### config.mk
export PLATFORM = sky130hd
export DESIGN_NAME = nrt_front
export DESIGN_NICKNAME = d
export VERILOG_FILES = /design/src/sv/nrt_pkg.sv /design/src/sv/nrt_front.sv
export SDC_FILE = /design/constraint.sdc
export NUM_CORES = 1
export LEC_CHECK = 0
export ABC_CLOCK_PERIOD_IN_PS = 7100
export BUFFER_PORTS_ARGS = -buffer_cell sky130_fd_sc_hd__buf_2
export CAP_MARGIN = 20
export CORE_MARGIN = 5
export CORE_UTILIZATION = 48
export DETAILED_ROUTE_END_ITERATION = 8
export PLACE_DENSITY = 0.84
export SYNTH_ARGS = -nofsm -noshare
export SYNTH_HDL_FRONTEND = slang
export SYNTH_SLANG_ARGS = --single-unit
export TNS_END_PERCENT = 30
### constraint.sdc
create_clock -name clk -period 7.1 [get_ports clk]
set_input_delay 0.355 -clock clk [delete_from_list [all_inputs] [get_ports clk]]
set_output_delay 0.355 -clock clk [all_outputs]
set_load 0.01 [all_outputs]
### src/sv/nrt_pkg.sv
// nrt_pkg: command codes and transaction types for the name route table
// used by nrt_front, nrt_fifo, nrt_back and name_route_table
`default_nettype none
package nrt_pkg;

  typedef enum logic [2:0] {
    CMD_LOOKUP  = 3'd0,
    CMD_INVAL   = 3'd1,
    CMD_ROUTE   = 3'd2,
    CMD_ANY     = 3'd3,
    CMD_CHANGED = 3'd4
  } cmd_t;

  // classified command carried from the front to the back
  typedef struct packed {
    logic [2:0]  cmd;
    logic [63:0] name;
    logic        peer_given;
    logic [2:0]  peer_link;
    logic [5:0]  entry_sel;
  } nrt_item_t;

endpackage
`default_nettype wire

### src/sv/nrt_front.sv
// nrt_front: accepts commands and cleans the query name
// depends on nrt_pkg
`default_nettype none
module nrt_front #(
  parameter int NAME_BYTES = 8
) (
  input  wire logic              clk,
  input  wire logic              rst,
  input  wire logic              start,
  input  wire logic              can_take,
  input  wire logic [2:0]        cmd,
  input  wire logic [63:0]       dest_name,
  input  wire logic              peer_given,
  input  wire logic [2:0]        peer_link,
  input  wire logic [5:0]        entry_sel,
  output nrt_pkg::nrt_item_t     item,
  output logic                   item_valid
);
  import nrt_pkg::*;

  logic [63:0] clean;

  // keep bytes before the first zero inside the name window
  always_comb begin
    logic alive;
    alive = 1'b1;
    clean = '0;
    for (int k = 0; k < 8; k++) begin
      if (k >= NAME_BYTES || dest_name[8*k +: 8] == 8'd0) alive = 1'b0;
      if (alive) clean[8*k +: 8] = dest_name[8*k +: 8];
    end
  end

  // registered classified transaction
  always_ff @(posedge clk) begin
    if (rst) begin
      item_valid <= 1'b0;
    end else begin
      item_valid <= start && can_take;
    end
    if (start && can_take) begin
      item.cmd        <= cmd;
      item.name       <= clean;
      item.peer_given <= peer_given;
      item.peer_link  <= peer_link;
      item.entry_sel  <= entry_sel;
    end
  end
endmodule
`default_nettype wire

==> results.md <==
* Status: finished clean
* Die ar. at 8020 µm²
* Synthesis Warnings at 0
* Metal3 WL at 816 µm
* Hold depth at 2
* Total of max-cap violations at 0
* FMAX at 0.515 GHz
* HP Start: rst
* Syn avg cell area at 14.5 µm²
* Crit path kind: input port to flip-flop
* Final setup viols at 0
* Dominant cell type by area after synthesis: edfxtp_1
* Worst hold endpoint: item_valid
* Slew Limit Fails at 0
* GRT Overall Usage at 17.6%
* Worst slew pin tran at 0.983 ns
* Largest net degree at the start of global routing at 79
* Post-synthesis mux area share at 0%
* Routed wl met2 at 3.64 mm
* Buffers and inverters on the worst path at 1
* Initial antenna violation count at 0
* WL per Instance at 16.5 µm
* Area fraction of the dominant cell type after synthesis at 76.1%
* Final hold slack at 0.166 ns
* Combinational family with the most area after synthesis: simple AND/OR/NAND/NOR gates
* Htree depth at 3
* Num rows at 29
* DRC viols at 0
* M1 WL at 2.83 mm
* Final hold violation count at 0
* Area of the multi-input gates at 617 µm²
* RSZ-0062 raised after global routing: false
* Synth top area cells: edfxtp_1 (76%), nor4_1 (4.5%), and3_1 (3.3%)
* Global route overflow at 0
* Critical path capture point type: flip-flop
* Pwr/cell area at 250 nW/µm²
* Vias in the first global route at 2152
* Vias per cell at 5.04
* WP data arrival at 2.02 ns
* Core box area at 6240 µm²
* Post-synthesis xor/xnor area fraction at 0%
* EDFF count, synth at 77
* Synthesized flop and latch total at 78
* # diodes at 0
* Count leader, synth: edfxtp_1
* Non-filler cells, final at 445
* Async SR Flop Fraction at 0%
* Fin worst setup slack at 5.16 ns
* Cell chosen for the clock root: clkbuf_8
* CP max stage delay at 0.57 ns
* Area grow syn2layout at 33.8%
* Setup TNS at 0 ns
* IO Port Bufs at 158
* Max rail drop VDD at 150 µV
* Die X-Extent at 89.6 µm
* Worst rel slew slack at 34.4%
* Synth Cell Area at 3040 µm²
* Final Cell Area at 4070 µm²
* Crit-path cells: buf_2 > nor4_1 > nand2_1 > nand3_2 > nor2_1
* Compound-Gate Fraction of Synth Area at 0%
* Max clock buf depth at 2
* Post-DRT Antenna Nets at 0
* CP Launch Type: input port
* Register area share after synthesis at 76.7%
* Final period utilization at 27.3%
* Effective utilization at floorplan at 48.7%
* Postcts setup bufs at 0
* Clock transition at path regs at 0.08 ns
* Clock period minus worst slack at 1.94 ns
* CTS Hold Bufs at 0
* First-pass DRT Iterations at 4
* Total power at 1.02 mW
* Synthesized Nets at 291
* I/O Pins at 159
* Initial DRC Count at 100
* Synth Area in Adders at 0%
* Final net count at 444
* Worst Hold Class: input port to flip-flop
* Num CTS Buffers at 9
* Routed via count at 2243
* Top FF cell, synth: edfxtp_1
* Max Used Layer: met4
* Mapped Cells at 210
* Placed cells at 429
* Global-route wire length before repair at 10.4 mm
* Die height at 89.6 µm
* Routability cong. at 0.742
* Share of layout cells above drive strength 1 at 49.7%
* Top cells by count, synth: edfxtp_1 (77), nor4_1 (22), nand2_1 (21)
* Fill cell count at 489
* WP data required at 7.18 ns
* CP Launch Point: dest_name[17]
* Largest fanout on the critical path at 25
* CTS tree: built
* Clock tree sinks at 78
* Post-CTS sizing at 0
* Final WL at 7.36 mm
* Netlist cell types at 19
* Slowest-stage cell, CP: nand2_1
* Top Family by Delay on Critical Path: simple AND/OR/NAND/NOR gates
* Final HPWL DP at 5.54 mm
* Simple-gate share of the synthesized area at 20.2%
* Worst slack, placed at 4.78 ns
* Placed Instance Area at 3840 µm²
* Pleak at 1.81 nW
* FF+latch area at 2330 µm²
* Final Core Density at 65.2%
[layer usage]
| layer | GRT usage (%) | up-vias |
|---|---|---|
| met5 | 0 | - |
| met4 | 6.63 | 0 |
| met3 | 5.84 | 8 |
| met2 | 29.7 | 104 |
| met1 | 21.0 | 1044 |
| li1 | - | 1087 |
[cell type report]
| type | instances | area share [%] |
|---|---|---|
| clock buffer | 10 | 3.38 |
| sequential | 78 | 57.3 |
| multi-input combinational | 116 | 15.2 |
| timing repair buffer | 158 | 19.4 |
| clock inverter | 6 | 2.31 |
| tap | 77 | 2.37 |
[cell usage in the layout, fill, tap and decap left out]
master      netlist  final
nor4_1           22     22
clkinvlp_4        0      1
edfxtp_1         77     77
bufinv_16         0      2
buf_2             3    158
nand2_2           5      5
clkinv_4          0      2
nand2_1          21     21
and2_1            9      8
nand3_1          16     16
dfxtp_1           1      1
nor2_1           16     16
and2_4            1      2
nand3_2           1      1
inv_6             0      1
clkbuf_8          1     10
nor3_1            7      7
and3_1           16     16
nor2b_1           1      1
nor3_2            1      1
[report_power, final]
group	internal, mW	total [mW]	leakage (nW)	switching, mW
logic	0.0438	0.0989	0.964	0.0551
clock network	0.210	0.371	0.113	0.161
registers	0.541	0.548	0.730	0.00745
[how the worst max path moves through the flow]
stage / to / slack (ns) / cells past startpoint
after detailed placement: item[45] / 4.78 / 5
final: item[45] / 5.16 / 5
after CTS: item[45] / 5.15 / 5
after global routing: item[45] / 5.04 / 5
after global placement: item[45] / 4.77 / 5
after floorplan: item[0] / 4.49 / 1
[cells by family (layout without fill, tap and decap cells)]
kind of cell	after synthesis	after routing
buffers and inverters	16	174
DFF	78	78
and+or+nand+nor	116	116
[registers in the layout, summed over array words and instances (netlist names)]
| name | count |
|---|---|
| item | 77 |
| item_valid | 1 |
No activity file was read; power rests on OpenSTA's default activity.
