<file path="config.mk">
export PLATFORM = sky130hd
export DESIGN_NAME = nrt_fifo
export DESIGN_NICKNAME = d
export VERILOG_FILES = /design/src/sv/nrt_pkg.sv /design/src/sv/nrt_fifo.sv
export SDC_FILE = /design/constraint.sdc
export NUM_CORES = 1
export LEC_CHECK = 0
export BUFFER_PORTS_ARGS = -buffer_cell sky130_fd_sc_hd__buf_2
export CAP_MARGIN = 10
export CORE_ASPECT_RATIO = 1.75
export CORE_MARGIN = 1
export CORE_UTILIZATION = 35
export DETAILED_ROUTE_END_ITERATION = 12
export GPL_ROUTABILITY_DRIVEN = 0
export PLACE_DENSITY_LB_ADDON = 0.15
export SYNTH_ARGS = -nofsm -noshare
export SYNTH_HDL_FRONTEND = slang
export SYNTH_SLANG_ARGS = --single-unit
export TNS_END_PERCENT = 50
</file>
<file path="constraint.sdc">
create_clock -name clk -period 4.4 [get_ports clk]
set_input_delay 0 -clock clk [delete_from_list [all_inputs] [get_ports clk]]
set_output_delay 0 -clock clk [all_outputs]
set_load 0.005 [all_outputs]
</file>
<file path="src/sv/nrt_pkg.sv">
// nrt_pkg: command codes and transaction types for the name route table
// used by nrt_front, nrt_fifo, nrt_back and name_route_table
`default_nettype none
package nrt_pkg;

  typedef enum logic [2:0] {
    CMD_LOOKUP  = 3'd0,
    CMD_INVAL   = 3'd1,
    CMD_ROUTE   = 3'd2,
    CMD_ANY     = 3'd3,
    CMD_CHANGED = 3'd4
  } cmd_t;

  // classified command carried from the front to the back
  typedef struct packed {
    logic [2:0]  cmd;
    logic [63:0] name;
    logic        peer_given;
    logic [2:0]  peer_link;
    logic [5:0]  entry_sel;
  } nrt_item_t;

endpackage
`default_nettype wire

</file>
<file path="src/sv/nrt_fifo.sv">
// nrt_fifo: two-entry queue between front and back
// depends on nrt_pkg
`default_nettype none
module nrt_fifo (
  input  wire logic          clk,
  input  wire logic          rst,
  input  wire logic          push,
  input  wire nrt_pkg::nrt_item_t push_item,
  input  wire logic          pop,
  output nrt_pkg::nrt_item_t head,
  output logic               not_empty,
  output logic               has_room
);
  import nrt_pkg::*;

  nrt_item_t  slots [2];
  logic       wptr, rptr;
  logic [1:0] count;

  assign head      = slots[rptr];
  assign not_empty = count != 2'd0;
  assign has_room  = count == 2'd0;

  // pointer and occupancy update
  always_ff @(posedge clk) begin
    if (rst) begin
      wptr  <= 1'b0;
      rptr  <= 1'b0;
      count <= 2'd0;
    end else begin
      if (push) wptr <= ~wptr;
      if (pop)  rptr <= ~rptr;
      count <= count + {1'b0, push} - {1'b0, pop};
    end
    if (push) slots[wptr] <= push_item;
  end
endmodule
`default_nettype wire

</file>
==> flow_summary.toml, run 1 <==
[run_status]
status = "complete, no violations"

[setup_path]
timing.critical_path.to_type = "primary output"
cp.required_ns = 4.40
worstSetupStartpointType = "flop"
cpLargestDelayFamily = "flip-flops"
path_class = "reg2out"
path_buf_inv = 2
cp_cell_sequence = "buf_4, mux2_2, buf_2"
cp_slowest_cell = "dfxtp_4"
max_stage_delay_ns = 0.90
worst_ep_arrival_time_ns = 2.37
crit_fanout = 53

[yosys]
synth.avg_cell_area_um2 = 22.6
synth_top_area_cell = "edfxtp_1"
netlist_area_um2 = 5900
synth_seq_area_share = 0.801
ys_types = 14
ys_ff_latch = 159
synth_area_leaders = "edfxtp_1 78%, mux2_2 9.0%, mux2_4 7.6%, dfxtp_1 1.7%, buf_6 0.95%"
synth_cells = 261
synth_top_cell_area_share = 0.784
ys_warn_count = 0
syn_nets = 344

[detailed_routing]
vias_per_cell = 4.28
wl_per_cell_um = 15.1
drt-initial-drc-count = 124
dr.pass1.iters = 3
wl_met2_um = 6580
vias = 3207
routed_wl_um = 11300
drt-met1-wl_um = 4090
top_layer = "met4"
drc = 0
wl_met3_um = 501
antenna_left = 0

[sta]
relSlewSlack = 0.282
fin_crit_sh = 0.539
rsz0062_at_grt = "false"
finalHoldViolCount = 0
skew_ns = 0.00516
fin_tns_setup_ns = 0
finalSetupViolCount = 0
worst_pin_slew_ns = 1.08
max_freq_mhz = 422
final_max_slew_viol_count = 0
post-route-min-period_ns = 2.37

[finish]
drive_above_1_share = 0.515
antenna_cells = 0
nNetsFinal = 596
area_growth_syn_to_layout_pct = 40.3
finalNonFillerCells = 750

[pwr]
leakage_nw = 3.18
vdd_ir_drop_max_v = 0.000257
power_density_nw_per_um2 = 427

[clock_tree]
clkSinkCount = 159
cts_buffer_depth = 2
clk_latency_ns = 0.41
clk_pin_slew_worst_paths_ns = 0.07
numCtsBuffers = 17
htree_num_levels = 4
tritoncts = "built"
cts-root-buf = "clkbuf_16"

[die]
core.rowCount = 62
core_region_area_um2 = 16400
die_area_um2 = 17400
die_w_um = 100
die_h_um = 174
io_pins = 160
start_util = 0.359

[placed_design]
dp_hpwl_um = 6950
port-buffer-count = 159
dp_cells = 637

[worst_hold_path]
hp-class = "in2reg"

[job]
cap_violations = 0

[global_route]
grt_pass1_vias = 3587
antenna_found_initial = 0
grt_first_pass_wirelength_um = 17700
grt-ovfl-total = 0
grt_max_degree = 78
grt.total_usage = 0.138
[metal layers]
layer	vias to the layer above	track usage
li1	1535	-
met1	1575	0.135
met2	86	0.262
met3	11	0.0367
met4	0	0.0610
met5	-	0
[logic make-up (layout without fill, tap and decap cells)]
group,Yosys count,count (layout),synth area share
flops,159,159,0.801
mux,77,77,0.166
fa+ha+maj,2,2,0.00424
xor+xnor,3,3,0.00679
buf+inv,12,277,0.0149
simple gates,8,8,0.00679
[synthesized netlist by cell type]
master and instances:
inv_1 3, buf_6 5, mux2_2 47, mux2_4 30, and2_1 1, edfxtp_1 154
dfxtp_1 5, xnor2_1 2, ha_1 2, nor2_1 4, buf_2 4, xnor3_1 1
nor2b_1 2, or2_2 1
[cells in the final DEF, fill, tap and decap left out]
cell | synthesis | layout
and2_4 | 0 | 1
buf_2 | 4 | 159
buf_4 | 0 | 2
clkbuf_1 | 0 | 1
clkbuf_16 | 0 | 17
clkinv_1 | 0 | 2
clkinv_4 | 0 | 2
clkinvlp_4 | 0 | 6
dfxtp_1 | 5 | 4
dfxtp_4 | 0 | 1
dlygate4sd3_1 | 0 | 81
edfxtp_1 | 154 | 154
ha_1 | 2 | 2
inv_1 | 3 | 3
inv_6 | 0 | 3
inv_8 | 0 | 1
mux2_2 | 47 | 47
mux2_4 | 30 | 30
nor2_1 | 4 | 4
nor2b_1 | 2 | 1
nor2b_4 | 0 | 1
or2_2 | 1 | 1
xnor2_1 | 2 | 2
xnor3_1 | 1 | 1
[metrics by stage]
| step | setup WS, ns | power [mW] | hold WS (ns) | utilization | cell area, um^2 |
|---|---|---|---|---|---|
| after floorplan | 0.134 | 2.03 | 0.0716 | - | 5900 |
| after global placement | 2.44 | 2.18 | 0.188 | 0.421 | 6930 |
| after detailed placement | 2.42 | 2.19 | 0.191 | 0.421 | 6930 |
| after CTS | 1.96 | 3.59 | 0.280 | 0.503 | 8270 |
| after global routing | 1.86 | 3.68 | 0.288 | 0.503 | 8270 |
| final | 2.03 | 3.53 | 0.306 | 0.503 | 8270 |
[where the power goes]
part	total (mW)	internal (mW)	leakage (nW)	switching, mW
Clock	1.33	0.727	0.243	0.600
Combinational	0.394	0.239	1.45	0.155
Sequential	1.81	1.77	1.49	0.0446
[flip-flops by register name, indices dropped and copies added, names as in the netlist, named ones only]
register and count:
rptr 1, count 2, slots 154, wptr 1
[path summary, 6_finish.rpt]
kind,startpoint,to,slack (ns),depth (start not counted)
worst max-delay path,flop,head[30],2.03,3
worst min-delay path,push_item[20],slots[0][20]$_DFFE_PP_,0.31,2
worst max register to register,wptr$_SDFFE_PP0P_,slots[0][29]$_DFFE_PP_,2.69,2
worst min register to register,rptr$_SDFFE_PP0P_,rptr$_SDFFE_PP0P_,0.53,2
[layout make-up]
cell class                      instances  area, um^2
Fill cell                            1470        8170
Sequential cell                       159        4730
Timing Repair Buffer                  242        1620
Multi-Input combinational cell         90        1090
Clock buffer                           18         429
Tap cell                              224         280
Clock inverter                         14         108
Inverter                                3        11.3
[repair_timing]
item                                   CTS  global route
setup buffers                            0             0
endpoints found under the hold margin  159             0
resized for setup                        0             0
hold buffers                            81             0
No activity file was read; power rests on OpenSTA's default activity.
==> inputs of run 2 (changes only) <==
==> constraint.sdc (replaced) <==
create_clock -name clk -period 2.3 [get_ports clk]
set_input_delay 0 -clock clk [delete_from_list [all_inputs] [get_ports clk]]
set_output_delay 0 -clock clk [all_outputs]
set_load 0.005 [all_outputs]
==> flow_summary.toml, run 2 (same netlist as run 1, synthesis figures left out) <==
[placed_design]
dp_hpwl_um = 7090
port-buffer-count = 159
placed_area_um2 = 6990
dp_cells = 640

[finish]
top_register = "slots"
largest_register_ffs = 154
finalNonFillerCells = 752
antenna_cells = 0
layout_commonest_cell = "buf_2"
drive_above_1_share = 0.521
top_regs = "slots: 154 flops, count: 2 flops"
fillCellCount = 1457
area_growth_syn_to_layout_pct = 41.1
nNetsFinal = 598
final_area_um2 = 8320
final_cell_mix = "159 x buf_2, 154 x edfxtp_1, 80 x dlygate4sd3_1"

[die]
die_w_um = 100
start_util = 0.359
die_area_um2 = 17400
io_pins = 160
core.rowCount = 62
core_region_area_um2 = 16400
die_h_um = 174

[global_route]
grt.total_usage = 0.136
grt_max_degree = 78
grt-ovfl-total = 0
grt_pass1_vias = 3584
antenna_found_initial = 0
grt_first_pass_wirelength_um = 17700

[setup_path]
max_stage_delay_ns = 0.64
timing.critical_path.to_type = "primary output"
path_class = "reg2out"
worstSetupStartpointType = "flop"
worst_ep_arrival_time_ns = 1.93
cp_slowest_cell = "dfxtp_4"
cp_cell_sequence = "buf_4, mux2_2, buf_2"
crit_fanout = 29
cp.required_ns = 2.30

[clock_tree]
post_cts_buffers = 0
clk_latency_ns = 0.41
cts_buffer_depth = 2
htree_num_levels = 4
numCtsBuffers = 17
tritoncts = "built"
clkSinkCount = 159
cts-root-buf = "clkbuf_16"
clk_pin_slew_worst_paths_ns = 0.07

[sta]
worst_pin_slew_ns = 0.494
final_max_slew_viol_count = 0
finalHoldViolCount = 0
post-route-min-period_ns = 1.93
fin_crit_sh = 0.838
max_freq_mhz = 519
rsz0062_at_grt = "false"
relSlewSlack = 0.670
skew_ns = 0.0102
finalSetupViolCount = 0

[detailed_routing]
routed_wl_um = 11300
vias = 3272
vias_per_cell = 4.35
wl_per_cell_um = 15.0
drc = 0
drt-initial-drc-count = 97
dr.pass1.iters = 4
antenna_left = 0

[job]
cap_violations = 0

[pwr]
power_density_nw_per_um2 = 811
leakage_nw = 3.21
vdd_ir_drop_max_v = 0.000486

[worst_hold_path]
hp-class = "in2reg"

[run_status]
status = "complete, no violations"
==> run 2: per-stage QoR <==
| step | util | setup TNS, ns | hold WS (ns) | power (mW) | setup WS, ns |
|---|---|---|---|---|---|
| after detailed placement | 0.425 | 0 | 0.191 | 4.21 | 0.667 |
| after floorplan | - | -27.22 | 0.0716 | 3.89 | -0.354 |
| after global placement | 0.425 | 0 | 0.189 | 4.19 | 0.730 |
| final | 0.506 | 0 | 0.305 | 6.75 | 0.372 |
| after global routing | 0.506 | 0 | 0.295 | 7.04 | 0.264 |
| after CTS | 0.506 | 0 | 0.291 | 6.87 | 0.312 |
==> run 2: layout make-up <==
type | count | area, um^2 | area share
Multi-Input combinational cell | 90 | 1090 | 0.132
Clock inverter | 15 | 110 | 0.0132
Inverter | 3 | 11.3 | 0.00135
Sequential cell | 159 | 4730 | 0.568
Clock buffer | 17 | 425 | 0.0511
Tap cell | 224 | 280 | 0.0337
Timing Repair Buffer | 244 | 1670 | 0.201
==> run 2: worst max-delay path: cells and delay by family (launching register included) <==
kind / cells / cell delay (ns)
flip-flops: 1 / 0.64
buffers and inverters: 2 / 0.49
multiplexers: 1 / 0.38
==> run 2: power breakdown <==
group          total (mW)  leakage (nW)  switching, mW  internal (mW)
Clock                2.51         0.255           1.13           1.39
Sequential           3.44          1.49         0.0637           3.38
Combinational       0.792          1.47          0.322          0.470
==> run 2: path summary, 6_finish.rpt <==
check | cells past startpoint | start | to | slack (ns)
worst max-delay path | 3 | flop | head[2] | 0.37
worst min-delay path | 2 | push_item[38] | slots[1][38]$_DFFE_PP_ | 0.31
worst max register to register | 2 | wptr$_SDFFE_PP0P_ | slots[1][1]$_DFFE_PP_ | 0.71
worst min register to register | 2 | rptr$_SDFFE_PP0P_ | rptr$_SDFFE_PP0P_ | 0.52
==> run 2: repair_timing <==
| action | CTS | global route |
|---|---|---|
| gates resized for setup | 0 | 0 |
| hold endpoints to repair | 159 | 0 |
| endpoints found under the setup margin | 0 | 0 |
| hold buffers | 80 | 0 |
==> run 2: metal layers <==
metal  GRT usage  vias up  share of wire
met3      0.0335       14          0.043
met5           0        -              0
met2       0.253       99           0.57
met4      0.0598        0          0.019
li1            -     1539              -
met1       0.142     1620           0.37
==> inputs of run 3 (changes only) <==
==> constraint.sdc (replaced) <==
create_clock -name clk -period 1.9 [get_ports clk]
set_input_delay 0 -clock clk [delete_from_list [all_inputs] [get_ports clk]]
set_output_delay 0 -clock clk [all_outputs]
set_load 0.005 [all_outputs]
==> flow_summary.toml, run 3 (same netlist as run 1, synthesis figures left out) <==
[run_status]
status = "complete, no violations"

[clock_tree]
numCtsBuffers = 17
post_cts_buffers = 0
cts_buffer_depth = 2
cts_resized = 0
clk_latency_ns = 0.42
clkSinkCount = 159
htree_num_levels = 4
clk_pin_slew_worst_paths_ns = 0.06
tritoncts = "built"
cts-root-buf = "clkbuf_16"

[pwr]
p_clk_frac = 0.409
vdd_ir_drop_max_v = 0.000604
p_sw_frac = 0.210
pwr-share-comb = 0.115
power_density_nw_per_um2 = 1030
p_total_mw = 8.71
intPower_mw = 6.88
p_switching_mw = 1.83
seq_power_share = 0.476
leakage_nw = 3.25

[finish]
final_area_um2 = 8430
top_regs = "slots: 154 flops, count: 2 flops"
nNetsFinal = 598
antenna_cells = 0
area_growth_syn_to_layout_pct = 43.0
largest_register_ffs = 154
final_cell_mix = "159 x buf_2, 154 x edfxtp_1, 80 x dlygate4sd3_1"
top_register = "slots"
drive_above_1_share = 0.519
layout_commonest_cell = "buf_2"

[setup_path]
path_class = "reg2out"
cp.required_ns = 1.90
worst_ep_arrival_time_ns = 1.58
timing.rr.start = "wptr$_SDFFE_PP0P_"
timing.critical_path.to_type = "primary output"
cp_cell_sequence = "buf_12, mux2_2, buf_2"
worstSetupEndpoint = "head[23]"
rrSetupSlack_ns = 0.63
worstRegToRegCells = 2
worstSetupStartpointType = "flop"
max_stage_delay_ns = 0.38
cp_slowest_cell = "mux2_2"
reg2reg_to = "slots[0][4]$_DFFE_PP_"
crit_fanout = 41

[detailed_routing]
dr.pass1.iters = 4
vias = 3297
vias_per_cell = 4.38
drc = 0
wl_per_cell_um = 15.1
antenna_left = 0
drt-initial-drc-count = 151
routed_wl_um = 11400

[global_route]
grt.total_usage = 0.139
gr-usage-met2 = 0.265
antenna_found_initial = 0
grt_max_degree = 78
grt_pass1_vias = 3608
grt_first_pass_wirelength_um = 17500
use_met3 = 0.0375
grt-ovfl-total = 0
met1_usage = 0.123
grt_busiest_layer = "met2"

[die]
die_h_um = 174
die_area_um2 = 17400
core.rowCount = 62
start_util = 0.359
die_w_um = 100
io_pins = 160
core_region_area_um2 = 16400

[placed_design]
placed_area_um2 = 7010
port-buffer-count = 159
dp_hpwl_um = 6880

[sta]
relSlewSlack = 0.689
skew_ns = 0.00733
fin_crit_sh = 0.829
fin_tns_setup_ns = 0
max_freq_mhz = 635
final_max_slew_viol_count = 0
rsz0062_at_grt = "false"
finalSetupViolCount = 0
post-route-min-period_ns = 1.58
finalHoldViolCount = 0
worst_pin_slew_ns = 0.467

[job]
cap_violations = 0

[worst_hold_path]
hp-class = "in2reg"
[run 3: cell types whose count changed in the layout (fill, tap and decap cells not counted)]
cell       before  now
buf_4           2    0
dfxtp_2         0    1
clkbuf_1        0    2
bufinv_16       0    4
dfxtp_1         4    3
clkinv_4        4    0
buf_12          3    5
clkinv_2        2    0
[run 3: metrics by stage]
step	worst slack, ns	hold WS [ns]	util	std cells
floorplan	0.00702	0.0650	-	261
global placement	0.659	0.187	0.426	640
detailed placement	0.647	0.191	0.426	640
CTS	0.286	0.280	0.513	752
global route	0.258	0.286	0.513	752
finish	0.324	0.300	0.513	752
[run 3: cell type report]
cell class | instances | area [um^2]
timing repair buffer | 244 | 1700
clock inverter | 13 | 185
fill | 1426 | 8020
inverter | 3 | 11.3
clock buffer | 19 | 433
multi-input combinational | 90 | 1090
sequential | 159 | 4730
tap | 224 | 280
[run 3: per-layer routing]
layer | up-vias | wire length (um)
met5 | - | 0
met4 | 0 | 352
met3 | 28 | 537
met2 | 113 | 6590
met1 | 1620 | 3880
li1 | 1536 | -
[run 3: critical path: cells and delay by family (launching register included)]
| family | cells | cell delay, ns |
|---|---|---|
| multiplexers | 1 | 0.38 |
| buffers and inverters | 2 | 0.36 |
| flip-flops | 1 | 0.37 |
[run 3: worst min path at each step]
stage | to | slack (ns) | from | cells past startpoint
6_report | slots[1][23]$_DFFE_PP_ | 0.30 | push_item[23] | 2
5_1_grt | slots[0][23]$_DFFE_PP_ | 0.29 | push_item[23] | 2
4_1_cts | slots[0][23]$_DFFE_PP_ | 0.28 | push_item[23] | 2
3_5_place_dp | slots[1][70]$_DFFE_PP_ | 0.19 | push_item[70] | 1
3_3_place_gp | slots[0][45]$_DFFE_PP_ | 0.19 | push_item[45] | 1
2_1_floorplan | wptr$_SDFFE_PP0P_ | 0.06 | rst | 1
[run 3: power by group through the flow]
stage | combinational [mW] | clock, mW | sequential (mW)
2_1_floorplan | 0.492 | 0 | 4.21
3_3_place_gp | 0.880 | 0 | 4.21
3_5_place_dp | 0.890 | 0 | 4.22
4_1_cts | 1.02 | 3.64 | 4.15
5_1_grt | 1.09 | 3.81 | 4.16
6_report | 1.00 | 3.57 | 4.14
[run 3: what timing repair did]
item                                    in CTS  in global routing
endpoints found under the setup margin       0                  0
hold endpoints to repair                   159                  0
hold buffers                                80                  0
